## config.mk

```make
export PLATFORM = sky130hd
export DESIGN_NAME = evr_angle
export DESIGN_NICKNAME = d
export VERILOG_FILES = /design/src/rtl/euler_vector_rotation_defines.svh /design/src/rtl/evr_pkg.sv /design/src/rtl/evr_angle.sv
export SDC_FILE = /design/constraint.sdc
export NUM_CORES = 1
export LEC_CHECK = 0
export BUFFER_PORTS_ARGS = -buffer_cell sky130_fd_sc_hd__buf_2
export CAP_MARGIN = 30
export CELL_PAD_IN_SITES_DETAIL_PLACEMENT = 0
export CELL_PAD_IN_SITES_GLOBAL_PLACEMENT = 1
export CORE_ASPECT_RATIO = 0.75
export CORE_MARGIN = 3
export CORE_UTILIZATION = 50
export DETAILED_ROUTE_END_ITERATION = 8
export GPL_TIMING_DRIVEN = 0
export HOLD_SLACK_MARGIN = 0.06
export PLACE_DENSITY = 0.95
export SYNTH_ARGS = -nofsm -noshare
export SYNTH_HDL_FRONTEND = slang
export SYNTH_SLANG_ARGS = --single-unit
```

## constraint.sdc

```tcl
create_clock -name clk -period 7.56 [get_ports clk]
set_clock_uncertainty 0.1 [all_clocks]
set_input_delay 1.134 -clock clk [delete_from_list [all_inputs] [get_ports clk]]
set_output_delay 1.134 -clock clk [all_outputs]
set_load 0.05 [all_outputs]
```

## src/rtl/euler_vector_rotation_defines.svh

```systemverilog
// Assertion macros for the Euler point rotation block.
`ifndef EULER_VECTOR_ROTATION_DEFINES_SVH
`define EULER_VECTOR_ROTATION_DEFINES_SVH
`ifndef NO_ASSERTIONS
// checked while out of reset
`define EVR_ASSERT(label, prop, msg) \
  label: assert property (@(posedge clk) disable iff (rst) prop) else $error(msg);
// checked on every edge, reset included
`define EVR_ASSERT_ALWAYS(label, prop, msg) \
  label: assert property (@(posedge clk) prop) else $error(msg);
`else
`define EVR_ASSERT(label, prop, msg)
`define EVR_ASSERT_ALWAYS(label, prop, msg)
`endif
`endif

```

## src/rtl/evr_pkg.sv

```systemverilog
// Shared constants and the arctangent table for the Euler point rotation block.
`timescale 1ns / 1ps
package evr_pkg;
  localparam int COORD_W = 24;
  localparam int ANGLE_W = 16;
  localparam int TRIG_W = 18;
  localparam int Z_W = 26;
  localparam int CX_W = 31;
  localparam int CORDIC_STAGES = 10;
  localparam int ANGLE_LAT = 3;
  localparam int TRIG_LAT = ANGLE_LAT + CORDIC_STAGES + 1;
  localparam int ROT_LAT = 2;
  localparam int LAT = TRIG_LAT + 3 * ROT_LAT;

  localparam logic [1:0] DIR_POS = 2'b01;
  localparam logic [1:0] DIR_NEG = 2'b11;
  localparam logic [1:0] DIR_NEG2 = 2'b10;

  localparam logic signed [CX_W-1:0] CORDIC_GAIN = 31'sd163008218;

  // atan(2^-i) in degrees * 65536
  function automatic logic signed [Z_W-1:0] atan_deg(input int idx);
    logic signed [Z_W-1:0] v;
    case (idx)
      0: v = 26'sd2949120;
      1: v = 26'sd1740967;
      2: v = 26'sd919879;
      3: v = 26'sd466945;
      4: v = 26'sd234379;
      5: v = 26'sd117304;
      6: v = 26'sd58666;
      7: v = 26'sd29335;
      8: v = 26'sd14668;
      9: v = 26'sd7334;
      10: v = 26'sd3667;
      11: v = 26'sd1833;
      12: v = 26'sd917;
      13: v = 26'sd458;
      14: v = 26'sd229;
      15: v = 26'sd115;
      16: v = 26'sd57;
      17: v = 26'sd29;
      18: v = 26'sd14;
      19: v = 26'sd7;
      default: v = '0;
    endcase
    return v;
  endfunction
endpackage

```

## src/rtl/evr_angle.sv

```systemverilog
// Angle scaling, reduction modulo a full turn and quadrant fold (three stages).
`timescale 1ns / 1ps
module evr_angle (
  input  logic                                clk,
  input  logic                                en,
  input  logic signed [evr_pkg::ANGLE_W-1:0]  angle,
  input  logic signed [1:0]                   dir_sign,
  input  logic                                invert,
  output logic signed [evr_pkg::Z_W-1:0]      z,
  output logic                                neg
);
  localparam logic [17:0] T1 = 18'd23040;
  localparam logic [17:0] T2 = 18'd46080;
  localparam logic [17:0] T4 = 18'd92160;
  localparam logic signed [15:0] FULL = 16'sd23040;
  localparam logic signed [15:0] HALF = 16'sd11520;
  localparam logic signed [15:0] QUARTER = 16'sd5760;

  logic signed [17:0] a18, prod, eff;
  logic signed [18:0] biased;
  logic [17:0] v;
  logic [17:0] t1, t2, t3;
  logic [14:0] r;
  logic signed [15:0] s0, s1;
  logic neg_next;

  assign a18 = {{2{angle[15]}}, angle};

  always_comb begin
    case (dir_sign)
      evr_pkg::DIR_POS:  prod = a18;
      evr_pkg::DIR_NEG:  prod = -a18;
      evr_pkg::DIR_NEG2: prod = -(a18 <<< 1);
      default:           prod = '0;
    endcase
    eff = invert ? -prod : prod;
    // shift into the non-negative range before the modulo
    biased = 19'(eff) + 19'sd92160;
  end

  always_comb begin
    t1 = (v >= T4) ? v - T4 : v;
    t2 = (t1 >= T2) ? t1 - T2 : t1;
    t3 = (t2 >= T1) ? t2 - T1 : t2;
  end

  always_comb begin
    s0 = $signed({1'b0, r});
    if (s0 >= HALF) begin
      s0 = s0 - FULL;
    end
    s1 = s0;
    neg_next = 1'b0;
    if (s0 > QUARTER) begin
      s1 = s0 - HALF;
      neg_next = 1'b1;
    end else if (s0 < -QUARTER) begin
      s1 = s0 + HALF;
      neg_next = 1'b1;
    end
  end

  always_ff @(posedge clk) begin
    if (en) begin
      v <= biased[17:0];
      r <= t3[14:0];
      z <= {{10{s1[15]}}, s1} <<< 10;
      neg <= neg_next;
    end
  end
endmodule

```

After elaboration in Yosys (flattened, before gate mapping)

Cells that the tools add are included.

Register bits after elaboration: 50
Bits of input ports: 21
Output and inout bits: 27
Logic and storage cells: 32

Magnitude comparators: 6
Multiplexer cells: 9
Equality and inequality tests: 3
Add/subtract/negate cells: 10

Operator list:

| cell                   | count |
|---|---|
| $mux 18                | 3 |
| $pmux 18 s3            | 1 |
| $mux 16                | 3 |
| $add 18x18->18 const B | 1 |
| $ge 18x15->1 const B   | 1 |
| $ge 18x16->1 const B   | 1 |
| $ge 18x17->1 const B   | 1 |
| $neg 16->18            | 1 |
| $neg 17->18            | 1 |
| $neg 18->18            | 1 |
| $sub 18x16->18 const B | 1 |
| $sub 18x17->18 const B | 1 |
| $add 16x15->16 const B | 1 |
| $gt 16x14->1 const B   | 1 |
| $lt 16x14->1 const B   | 1 |
| $sub 15x15->16 const B | 1 |
| $sub 16x15->16 const B | 1 |
| $ge 15x14->1 const B   | 1 |
| $mux 15                | 1 |
| $sub 15x15->15 const B | 1 |
| $eq 2x2->1 const B     | 2 |
| $eq 2x1->1 const B     | 1 |
| $mux 1                 | 1 |

Depth between registers and ports, before layout

Gate-level depths: netlist of the first run.

Depth in word-level cells: 6
Mapped depth: 15
Mapped depth without buffers: 15

Worst setup path after synthesis of the first run

No wires, ideal clock.

Path kind: in2reg
Start: input port angle[0] (netlist bit)
End: register v[17], data pin
Cell stages on the path: 14
Arrival: 4.029 ns
Buffers on the path: 1
Path slack: 3.171 ns
Setup time: 0.260 ns
Required time: 7.200 ns
Cell sequence: inv_1 ha_1 or4b_4 buf_6 or4_4 nor4b_4 a311oi_4 nand3_1 o21ai_0 xnor2_1 ha_1 nor3_1 o21bai_1 xnor2_1

Longest elaborated chain between the ends: 5
Elaborated cells between the ends (all ways): 6
Classes of those cells: add/sub (4); mux (2)

Ends and longest elaborated chain:

| what                                              | RTL line                         | RTL |
|---|---|---|
| start: declaration                                | evr_angle.sv:6                   | `input logic signed [evr_pkg::ANGLE_W-1:0] angle,` |
| $neg 17->18 / $neg 16->18 (equally long branches) | evr_angle.sv:33, evr_angle.sv:32 |  |
| $pmux 18 s3 (*)                                   | evr_angle.sv:30                  | `case (dir_sign)` |
| $neg 18->18                                       | evr_angle.sv:36                  | `eff = invert ? -prod : prod;` |
| $mux 18 (*)                                       | evr_angle.sv:36                  |  |
| $add 18x18->18 (*)                                | evr_angle.sv:38                  | `biased = 19'(eff) + 19'sd92160;` |
| net biased[17]                                    | evr_angle.sv:20                  | `logic signed [18:0] biased;` |
| end signal: assignment                            | evr_angle.sv:65                  | `v <= biased[17:0];` |
| end: declaration                                  | evr_angle.sv:21                  | `logic [17:0] v;` |

The timed path passes the listed nets; every way through them passes the cells marked *.
A chain may end at the register's enable or synchronous reset.

Final worst setup path of the first run

Start: input port dir_sign[0]
End: register v[17], data pin

Longest elaborated chain between the ends: 5
Elaborated cells between the ends (all ways): 7
Classes of those cells: add/sub (2); eq/ne (3); mux (2)

Ends and longest elaborated chain:

| what                                            | RTL line        | RTL |
|---|---|---|
| start: declaration                              | evr_angle.sv:7  | `input logic signed [1:0] dir_sign,` |
| $eq 2x2->1 / $eq 2x1->1 (equally long branches) | evr_angle.sv:30 |  |
| $pmux 18 s3 (*)                                 | evr_angle.sv:30 |  |
| $neg 18->18                                     | evr_angle.sv:36 |  |
| $mux 18 (*)                                     | evr_angle.sv:36 |  |
| $add 18x18->18 (*)                              | evr_angle.sv:38 |  |
| net biased[17]                                  | evr_angle.sv:20 |  |

Marked as above.

==> impl_results.md, run 1 <==
* Outcome: finished, final reports clean
* Synth area leaders: edfxtp_1 34%, xnor2_1 7.5%, o21ai_0 4.0%
* DPL Wire Length at 7380 um
* Xor-xnor portion of the synthesized cell area at 0.106
* Netlist cell types at 77
* CTS buffer count at 5
* Startpoint type of the worst setup path: input pin
* Worst skew pair latency at 290 ps
* Final period utilization at 0.652
* Most frequent cells in the layout: 50 x edfxtp_1, 41 x buf_2, 38 x xnor2_1, 36 x o21ai_0, 33 x nor2_1
* FILL cells at 747
* Starting Density at 0.521
* Multi-input logic area at 2710 um^2
* RSZ-0062 raised after global routing: false
* First-pass GRT wire length at 15800 um
* Pins over their slew limit at 0
* CP arrival at 4860 ps
* Global route overflow at 0
* Final setup violation count at 0
* Critical path's top delay family: simple AND/OR/NAND/NOR gates
* Slew Limit Headroom at 0.339
* GR Util All Layers at 0.188
* Synth Area per Inst at 9.05 um^2
* Clock Pin Slew Worst Setup and Hold Paths at 70 ps
* Type of the most critical hold path: flip-flop to flip-flop
* Synth Area in Compound Gates at 0.231
* Setup_tns at 0 ps
* Share of layout cells above drive strength 1 at 0.159
* Iter 0 DRT Violations at 292
* Leak at 1.88 nW
* Max cap viols at 0
* Die Wd at 115 um
* P&R area growth vs syn at 11.6%
* H-tree Lvls at 2
* CP endpoint kind: flip-flop
* Yosys warns at 0
* PwrDens at 363 nW/um^2
* Vias per inst at 5.84
* Final wirelength at 9600 um
* Netlist Area Pre-Place at 4460 um^2
* Most used DFF post-synth: edfxtp_1
* Vias in the first global route at 3395
* Final hold vios at 0
* Post-route setup slack at 2630 ps
* Diode count at 0
* Fin crit period at 4930 ps
* Post-synthesis adder-cell area fraction at 0.0337
* Worst EP required at 7500 ps
* Fmax at 203 MHz
* Post-synthesis sequential area ratio at 0.337
* Detailed-route DRC error count at 0
* Clock tree buffer depth at 2
* CTS tree: yes
* Busiest layer in global routing: met2
* Mapped Cells at 493
* Post-CTS Resized at 0
* Critical path class: input pin to flip-flop
* Synth async-reset ratio at 0
* Clock Tree Root: clkbuf_16
* Mux cell area share after synthesis at 0.0205
* Crit-path max FO at 10
* Vias post-DR at 3820
* FP Rows at 29
* I/O Pins at 48
* Grt met1 use at 0.280
* Crit-path slowest cell: clkbuf_1
* Dpl ws at 2500 ps
* VDD IR-drop max at 0.172 mV
* Routed Antenna Nets at 0
* Initial antenna violation count at 0
* Buf/Inv on CP at 3
* Commonest non-fill, non-tap cell in the layout: edfxtp_1
* Port Buffers at 34
* Slowest stage delay, CP at 480 ps
* Met2 usage at 0.297
* Core area at 8560 um^2
* # clock sinks at 50
* Met3 track demand over resource at 0.0318
* #FFs+latches synth at 50
* Die ar. at 10100 um^2
* Top cell type's share of synthesized area at 0.337
* Post-Synth Simple-Gate Area at 0.208
* Cell taking the most area after synthesis: edfxtp_1
* Worst-Margin Slew at 976 ps
* Pin count of the biggest net entering global routing at 51
* EDFF count, synth at 50
* Drt pass-1 iters at 5
* Post-CTS Setup Repair Bufs at 0
* Reg area at 1500 um^2
* Crit-path cells: buf_2 -> clkbuf_1 -> clkbuf_1 -> mux2i_1 -> nor2_1 -> a21oi_1 -> ha_1 -> o211ai_1 -> nor4_1 -> nand4_1 -> o21ai_1 -> xnor2_1 -> ha_1 -> nor3_1 -> o21bai_1 -> xnor2_1
* Hold Buf Count CTS at 0
* Fin nets at 578
* Die Y at 87.8 um
* Routability cong. at 0.892
* Routed wire per std cell at 14.7 um
* Largest family of logic cells by synthesized area: compound AO/OA/AOI/OAI gates
## cells in the mapped netlist (all sizes together) (12+ instances only)
library cell,count
xor2,16
edfxtp,50
buf,20
o21ai,42
nand2,31
inv,22
nor2,33
xnor2,38
clkbuf,17
nand3,14
a21oi,25
ha,12
## per-stage QoR
step                      hold WS [ps]   util  area, um^2  total power [W]  cells
final                              347  0.581        4980          0.00181    654
after global routing               368  0.581        4980          0.00195    654
after CTS                          350  0.579        4960          0.00180    653
after detailed placement           339  0.561        4800          0.00157    645
after global placement             334  0.560        4800          0.00154    644
after floorplan                    327      -        4490          0.00136    502
## state kept, by name, indices dropped and copies added, names as in the netlist
name,cells
v,18
neg,1
z,16
r,15
## routing by layer
layer,wire [um],vias up,part of all wire
met2,4130,123,0.43
met5,0,-,0
li1,-,1935,-
met3,572,4,0.060
met4,34,0,0.0035
met1,4860,1758,0.51
## cell families after synthesis
kind of cell / count (synthesis)
muxes: 9
other: 1
AOI/OAI and AO/OA: 146
DFF: 50
buffers and inverters: 59
and+or+nand+nor: 162
xor gates and xnor gates: 54
adders and majority gates: 12
## area by class of cell
cell class | count | area share
well taps | 108 | 0.0271
clock inverters | 3 | 0.00578
inverters | 22 | 0.0166
flip-flops and latches | 50 | 0.302
repair buffers | 36 | 0.0392
clock buffers | 5 | 0.0251
plain buffers | 37 | 0.0400
multi-input cells | 393 | 0.544
## worst paths after layout
check             startpoint              end  slack [ps]  cells past startpoint
max              dir_sign[0]  v[17]$_DFFE_PP_        2630                     16
min           r[1]$_DFFE_PP_  z[11]$_DFFE_PP_         350                      0
max reg2reg  v[11]$_DFFE_PP_  r[13]$_DFFE_PP_        3250                     11
min reg2reg   r[1]$_DFFE_PP_  z[11]$_DFFE_PP_         350                      0
## power by group
part           internal [W]  total [W]  switching (W)
clock              0.000126   0.000227       0.000101
sequential         0.000434   0.000471      0.0000368
combinational      0.000423    0.00111       0.000688
total              0.000983    0.00181       0.000826
Power figures use the tool's default switching activity.
==> run 2: changes to the inputs <==
--- a/config.mk
+++ b/config.mk
@@ -11,11 +11,11 @@
 export CELL_PAD_IN_SITES_GLOBAL_PLACEMENT = 1
 export CORE_ASPECT_RATIO = 0.75
 export CORE_MARGIN = 3
-export CORE_UTILIZATION = 50
+export CORE_UTILIZATION = 42
 export DETAILED_ROUTE_END_ITERATION = 8
 export GPL_TIMING_DRIVEN = 0
 export HOLD_SLACK_MARGIN = 0.06
-export PLACE_DENSITY = 0.95
+export PLACE_DENSITY = 0.9
 export SYNTH_ARGS = -nofsm -noshare
 export SYNTH_HDL_FRONTEND = slang
 export SYNTH_SLANG_ARGS = --single-unit
==> constraint.sdc (replaced) <==
create_clock -name clk -period 4.4 [get_ports clk]
set_clock_uncertainty 0.1 [all_clocks]
set_input_delay 0.66 -clock clk [delete_from_list [all_inputs] [get_ports clk]]
set_output_delay 0.66 -clock clk [all_outputs]
set_load 0.05 [all_outputs]
==> impl_results.md, run 2 (synthesized netlist as in run 1, its figures left out) <==
* Slew Limit Headroom at 0.523 (+0.184)
* Routability cong. at 0.887 (-0.56%)
* Top flop regs: v: 18 flops, z: 16 flops, r: 15 flops
* Hold depth at 0 (unchanged)
* # clock sinks at 50 (unchanged)
* CTS tree: yes
* Fin crit period at 4100 ps
* R2R Setup Slk at 510 ps (-2740 ps)
* Reg2reg end: z[21]$_DFFE_PP_
* Diode count at 0 (unchanged)
* Iter 0 DRT Violations at 215 (-26%)
* CTS buffer count at 5 (unchanged)
* Clock Pin Slew Worst Setup and Hold Paths at 70 ps (about the same)
* Outcome: finished, final reports clean
* Core area at 10000 um^2 (+17%)
* Vias post-DR at 3842 (+0.58%)
* R2r startpoint: r[3]$_DFFE_PP_
* Worst EP required at 4340 ps (-3160 ps)
* Crit-path max FO at 9 (-1)
* Die Wd at 125 um (+8.6%)
* Clock Tree Root: clkbuf_16
* Initial antenna violation count at 0 (unchanged)
* VDD IR-drop max at 0.285 mV (+66%)
* Layout Cells excl Fill at 677 (+3.5%)
* Clock tree buffer depth at 2 (unchanged)
* Critical path class: input pin to flip-flop
* Final wirelength at 9970 um (+3.9%)
* Routed Antenna Nets at 0 (unchanged)
* Routed wire per std cell at 14.7 um (+0.36%)
* Final hold vios at 0 (unchanged)
* RSZ-0062 raised after global routing: false
* Fin nets at 577 (-0.17%)
* I/O Pins at 48 (unchanged)
* Port Buffers at 34 (unchanged)
* Pin count of the biggest net entering global routing at 51 (unchanged)
* Leak at 1.89 nW (+0.39%)
* Die ar. at 11900 um^2 (+18%)
* Type of the most critical hold path: flip-flop to flip-flop
* Largest register FFs at 18 (unchanged)
* Hold Path End: z[11]$_DFFE_PP_
* Final setup violation count at 0 (unchanged)
* Commonest non-fill, non-tap cell in the layout: edfxtp_1
* Final period utilization at 0.931
* CP endpoint kind: flip-flop
* Share of layout cells above drive strength 1 at 0.167 (+0.00763)
* Max cap viols at 0 (unchanged)
* DPL Wire Length at 7630 um (+3.4%)
* Vias in the first global route at 3503 (+3.2%)
* CP arrival at 4040 ps (-820 ps)
* Fmax at 244 MHz
* Most frequent cells in the layout: 50 x edfxtp_1, 41 x buf_2, 38 x xnor2_1, 36 x o21ai_0, 33 x nor2_1
* FP Rows at 31 (+6.9%)
* Startpoint type of the worst setup path: input pin
* Starting Density at 0.446 (-0.0751)
* Placed Cells at 669 (+3.7%)
* Drt pass-1 iters at 5 (unchanged)
* Die Y at 95.2 um (+8.5%)
* Worst skew pair latency at 290 ps (about the same)
* Reg2reg path depth at 13 (+2)
* Final Total Pwr at 0.00314 W (+74%)
* Vias per inst at 5.68 (-2.8%)
* GR Util All Layers at 0.165 (-0.0232)
* Hold Buf Count CTS at 0 (unchanged)
* Global route overflow at 0 (unchanged)
* Detailed-route DRC error count at 0 (unchanged)
* Hold_sp: r[1]$_DFFE_PP_
* Pins over their slew limit at 0 (unchanged)
* H-tree Lvls at 2 (unchanged)
* Reg with most FFs: v
* PwrDens at 624 nW/um^2 (+72%)
* P&R area growth vs syn at 12.8%
* Worst-Margin Slew at 710 ps (-266 ps)
* First-pass GRT wire length at 16500 um (+4.2%)
-- run 2: worst max-delay path by stage --
| stage | start | to | slack [ps] | cells past startpoint |
|---|---|---|---|---|
| after floorplan | angle[0] | v[17]$_DFFE_PP_ | 490 | 14 |
| after global placement | dir_sign[0] | v[17]$_DFFE_PP_ | -120 | 16 |
| after detailed placement | dir_sign[0] | v[17]$_DFFE_PP_ | -310 | 16 |
| after CTS | v[11]$_DFFE_PP_ | r[13]$_DFFE_PP_ | 150 | 11 |
| after global routing | dir_sign[1] | v[17]$_DFFE_PP_ | 20 | 13 |
| final | angle[0] | v[17]$_DFFE_PP_ | 300 | 15 |
-- run 2: report_power, final --
| part | total, W | switching (W) | internal [W] |
|---|---|---|---|
| registers | 0.000811 | 0.0000644 | 0.000746 |
| clock network | 0.000398 | 0.000181 | 0.000217 |
| logic | 0.00193 | 0.00120 | 0.000733 |
-- run 2: routing by layer --
| metal | track usage | vias to the layer above | part of all wire |
|---|---|---|---|
| met1 | 0.238 | 1812 | 0.51 |
| li1 | - | 1935 | - |
| met3 | 0.0319 | 7 | 0.046 |
| met4 | 0.0217 | 0 | 0.0061 |
| met5 | 0 | - | 0 |
| met2 | 0.265 | 88 | 0.44 |
-- run 2: layout make-up --
type | instances | area (um^2)
fillers | 955 | 4980
multi-input cells | 393 | 2740
clock inverters | 3 | 28.8
well taps | 132 | 165
plain buffers | 36 | 196
clock buffers | 5 | 125
inverters | 22 | 82.6
flip-flops and latches | 50 | 1500
repair buffers | 36 | 195
-- run 2: critical path, cell delays in order --
cell	delay, ps
buf_2	140
inv_1	70
ha_1	240
or4b_4	490
buf_6	160
or4_4	440
nor4b_4	160
a311oi_4	370
nand3_1	120
o21ai_0	220
xnor2_1	170
ha_1	260
nor3_1	300
o21bai_1	120
xnor2_1	130
-- run 2: repair_timing --
action	CTS	global route
buffers inserted	0	0
setup endpoints to repair	1	12
gates resized for setup	0	6
-- run 2: stage by stage --
| stage | setup WS [ps] | hold WS, ps | utilization | cell area, um^2 | setup TNS, ps |
|---|---|---|---|---|---|
| 2_1_floorplan | 485 | 327 | - | 4490 | 0 |
| 5_1_grt | 17.4 | 364 | 0.503 | 5030 | 0 |
| 3_3_place_gp | -121 | 334 | 0.482 | 4830 | -158 |
| 6_report | 303 | 358 | 0.503 | 5030 | 0 |
| 4_1_cts | 146 | 352 | 0.498 | 4980 | 0 |
| 3_5_place_dp | -305 | 335 | 0.483 | 4830 | -642 |
==> run 3: changes to the inputs <==
--- a/config.mk
+++ b/config.mk
@@ -5,13 +5,13 @@
 export SDC_FILE = /design/constraint.sdc
 export NUM_CORES = 1
 export LEC_CHECK = 0
-export BUFFER_PORTS_ARGS = -buffer_cell sky130_fd_sc_hd__buf_2
+export BUFFER_PORTS_ARGS = -buffer_cell sky130_fd_sc_hd__clkbuf_2
 export CAP_MARGIN = 30
 export CELL_PAD_IN_SITES_DETAIL_PLACEMENT = 0
-export CELL_PAD_IN_SITES_GLOBAL_PLACEMENT = 1
+export CELL_PAD_IN_SITES_GLOBAL_PLACEMENT = 2
 export CORE_ASPECT_RATIO = 0.75
 export CORE_MARGIN = 3
-export CORE_UTILIZATION = 42
+export CORE_UTILIZATION = 34
 export DETAILED_ROUTE_END_ITERATION = 8
 export GPL_TIMING_DRIVEN = 0
 export HOLD_SLACK_MARGIN = 0.06
==> impl_results.md, run 3 (synthesized netlist as in run 1, its figures left out) <==
* Outcome: finished, final reports clean
* Die ar. at 14500 um^2 (+22%)
* Slew Limit Headroom at 0.537 (+0.0141)
* Slowest stage delay, CP at 580 ps (+90 ps)
* Critical path class: flip-flop to flip-flop
* Routability cong. at 0.824 (-7.0%)
* VDD IR-drop max at 0.405 mV (+42%)
* I/O Pins at 48 (unchanged)
* First-pass GRT wire length at 17300 um (+4.9%)
* Clock Tree Root: clkbuf_16
* Share of layout cells above drive strength 1 at 0.170 (+0.00336)
* Pins over their slew limit at 0 (unchanged)
* Die Y at 105 um (+10%)
* Global route overflow at 0 (unchanged)
* Reg area at 1500 um^2 (unchanged)
* Vias per inst at 5.39 (-5.0%)
* H-tree Lvls at 2 (unchanged)
* Vias post-DR at 3840 (-0.052%)
* Detailed-route DRC error count at 0 (unchanged)
* Routed Antenna Nets at 0 (unchanged)
* R2R Setup Slk at 270 ps (-240 ps)
* GR Util All Layers at 0.138 (-0.0263)
* Initial antenna violation count at 0 (unchanged)
* Fin nets at 578 (+0.17%)
* Max cap viols at 0 (unchanged)
* Clock Pin Slew Worst Setup and Hold Paths at 70 ps (about the same)
* Top flop regs: v: 18 flops, z: 16 flops, r: 15 flops
* PwrDens at 619 nW/um^2 (-0.87%)
* Final Total Pwr at 0.00315 W (+0.29%)
* Worst-Margin Slew at 689 ps (-21.0 ps)
* Type of the most critical hold path: flip-flop to flip-flop
* CTS tree: yes
* Startpoint type of the worst setup path: flip-flop
* Largest register FFs at 18 (unchanged)
* Post-CTS Resized at 0 (unchanged)
* Final setup violation count at 0 (unchanged)
* P&R area growth vs syn at 14.1%
* Clock tree buffer depth at 2 (unchanged)
* Drt pass-1 iters at 4 (-1)
* CP endpoint kind: flip-flop
* Final wirelength at 10100 um (+0.97%)
* Hold Buf Count CTS at 0 (unchanged)
* RSZ-0062 raised after global routing: false
* Crit-path cells: nor4_1 -> a41o_1 -> a211oi_1 -> o21bai_1 -> xnor2_1 -> ha_1 -> a21oi_1 -> or3_1 -> a31oi_1 -> a21o_1 -> nand3_1 -> o32a_1 -> xnor2_1
* Final hold vios at 0 (unchanged)
* Iter 0 DRT Violations at 225 (+4.7%)
* Layout Cells excl Fill at 712 (+5.2%)
* Worst skew pair latency at 290 ps (about the same)
* FILL cells at 1272 (+33%)
* CP arrival at 4060 ps (+20 ps)
* Post-CTS Setup Repair Bufs at 0 (unchanged)
* Placed Cells at 704 (+5.2%)
* Port Buffers at 34 (unchanged)
* Setup_tns at 0 ps (unchanged)
* Die Wd at 138 um (+11%)
* Final period utilization at 0.939 (+0.00830)
* FP Rows at 35 (+13%)
* Crit-path slowest cell: nor4_1
* DPL Wire Length at 7810 um (+2.4%)
* CTS buffer count at 5 (unchanged)
* Vias in the first global route at 3594 (+2.6%)
* Most frequent cells in the layout: 50 x edfxtp_1, 38 x xnor2_1, 36 x o21ai_0, 36 x clkbuf_2, 33 x nor2_1
* Core area at 12600 um^2 (+26%)
* Worst EP required at 4330 ps (about the same)
* # clock sinks at 50 (unchanged)
* Leak at 1.90 nW (+0.77%)
* Diode count at 0 (unchanged)
* Fin crit period at 4130 ps (+36.5 ps)
* Pin count of the biggest net entering global routing at 41 (-20%)
* Starting Density at 0.355 (-0.0908)
* Commonest non-fill, non-tap cell in the layout: edfxtp_1
* Critical Path Most Common Cell: xnor2_1
* Multi-input logic area at 2740 um^2 (+0.18%)
* Routed wire per std cell at 14.1 um (-4.0%)
* Reg with most FFs: v
* Fmax at 242 MHz (-0.88%)
* Crit-path max FO at 6 (-3)
run 3: final cells by class:
type | instances | share of cell area
multi-input combinational | 393 | 0.539
clock inverter | 3 | 0.00565
tap | 166 | 0.0408
timing repair buffer | 36 | 0.0396
clock buffer | 5 | 0.0246
inverter | 22 | 0.0162
buffer | 37 | 0.0396
sequential | 50 | 0.295
run 3: worst paths after layout:
kind                       start              end  cells after the start
hold reg to reg   v[1]$_DFFE_PP_   r[1]$_DFFE_PP_                      0
setup / recovery  r[3]$_DFFE_PP_  z[22]$_DFFE_PP_                     13
setup reg to reg  r[3]$_DFFE_PP_  z[22]$_DFFE_PP_                     13
hold / removal    v[1]$_DFFE_PP_   r[1]$_DFFE_PP_                      0
run 3: metal layers:
metal	share of wire	wire [um]	vias up	GRT usage
li1	-	-	1939	-
met1	0.53	5300	1808	0.208
met2	0.42	4200	86	0.210
met3	0.051	514	7	0.0265
met4	0.0055	55	0	0.0190
met5	0	0	-	0
run 3: critical path, delay by kind of cell (launching register included):
kind            cells  cell delay, ps
fa+ha+maj           1             270
compound gates      7            1580
flops               1             380
simple gates        3            1110
xor+xnor            2             410
run 3: power by group:
group | internal (W) | switching, W
sequential | 0.000746 | 0.0000657
clock | 0.000218 | 0.000188
combinational | 0.000740 | 0.00119
total | 0.00170 | 0.00145
run 3: per-stage QoR:
step | area, um^2 | setup WS, ps | util | hold WS, ps
finish | 5090 | 266 | 0.405 | 346
global route | 5090 | 38.2 | 0.405 | 360
CTS | 5060 | 23.6 | 0.402 | 352
detailed placement | 4900 | -270 | 0.390 | 335
global placement | 4870 | -229 | 0.388 | 332
floorplan | 4490 | 485 | - | 327
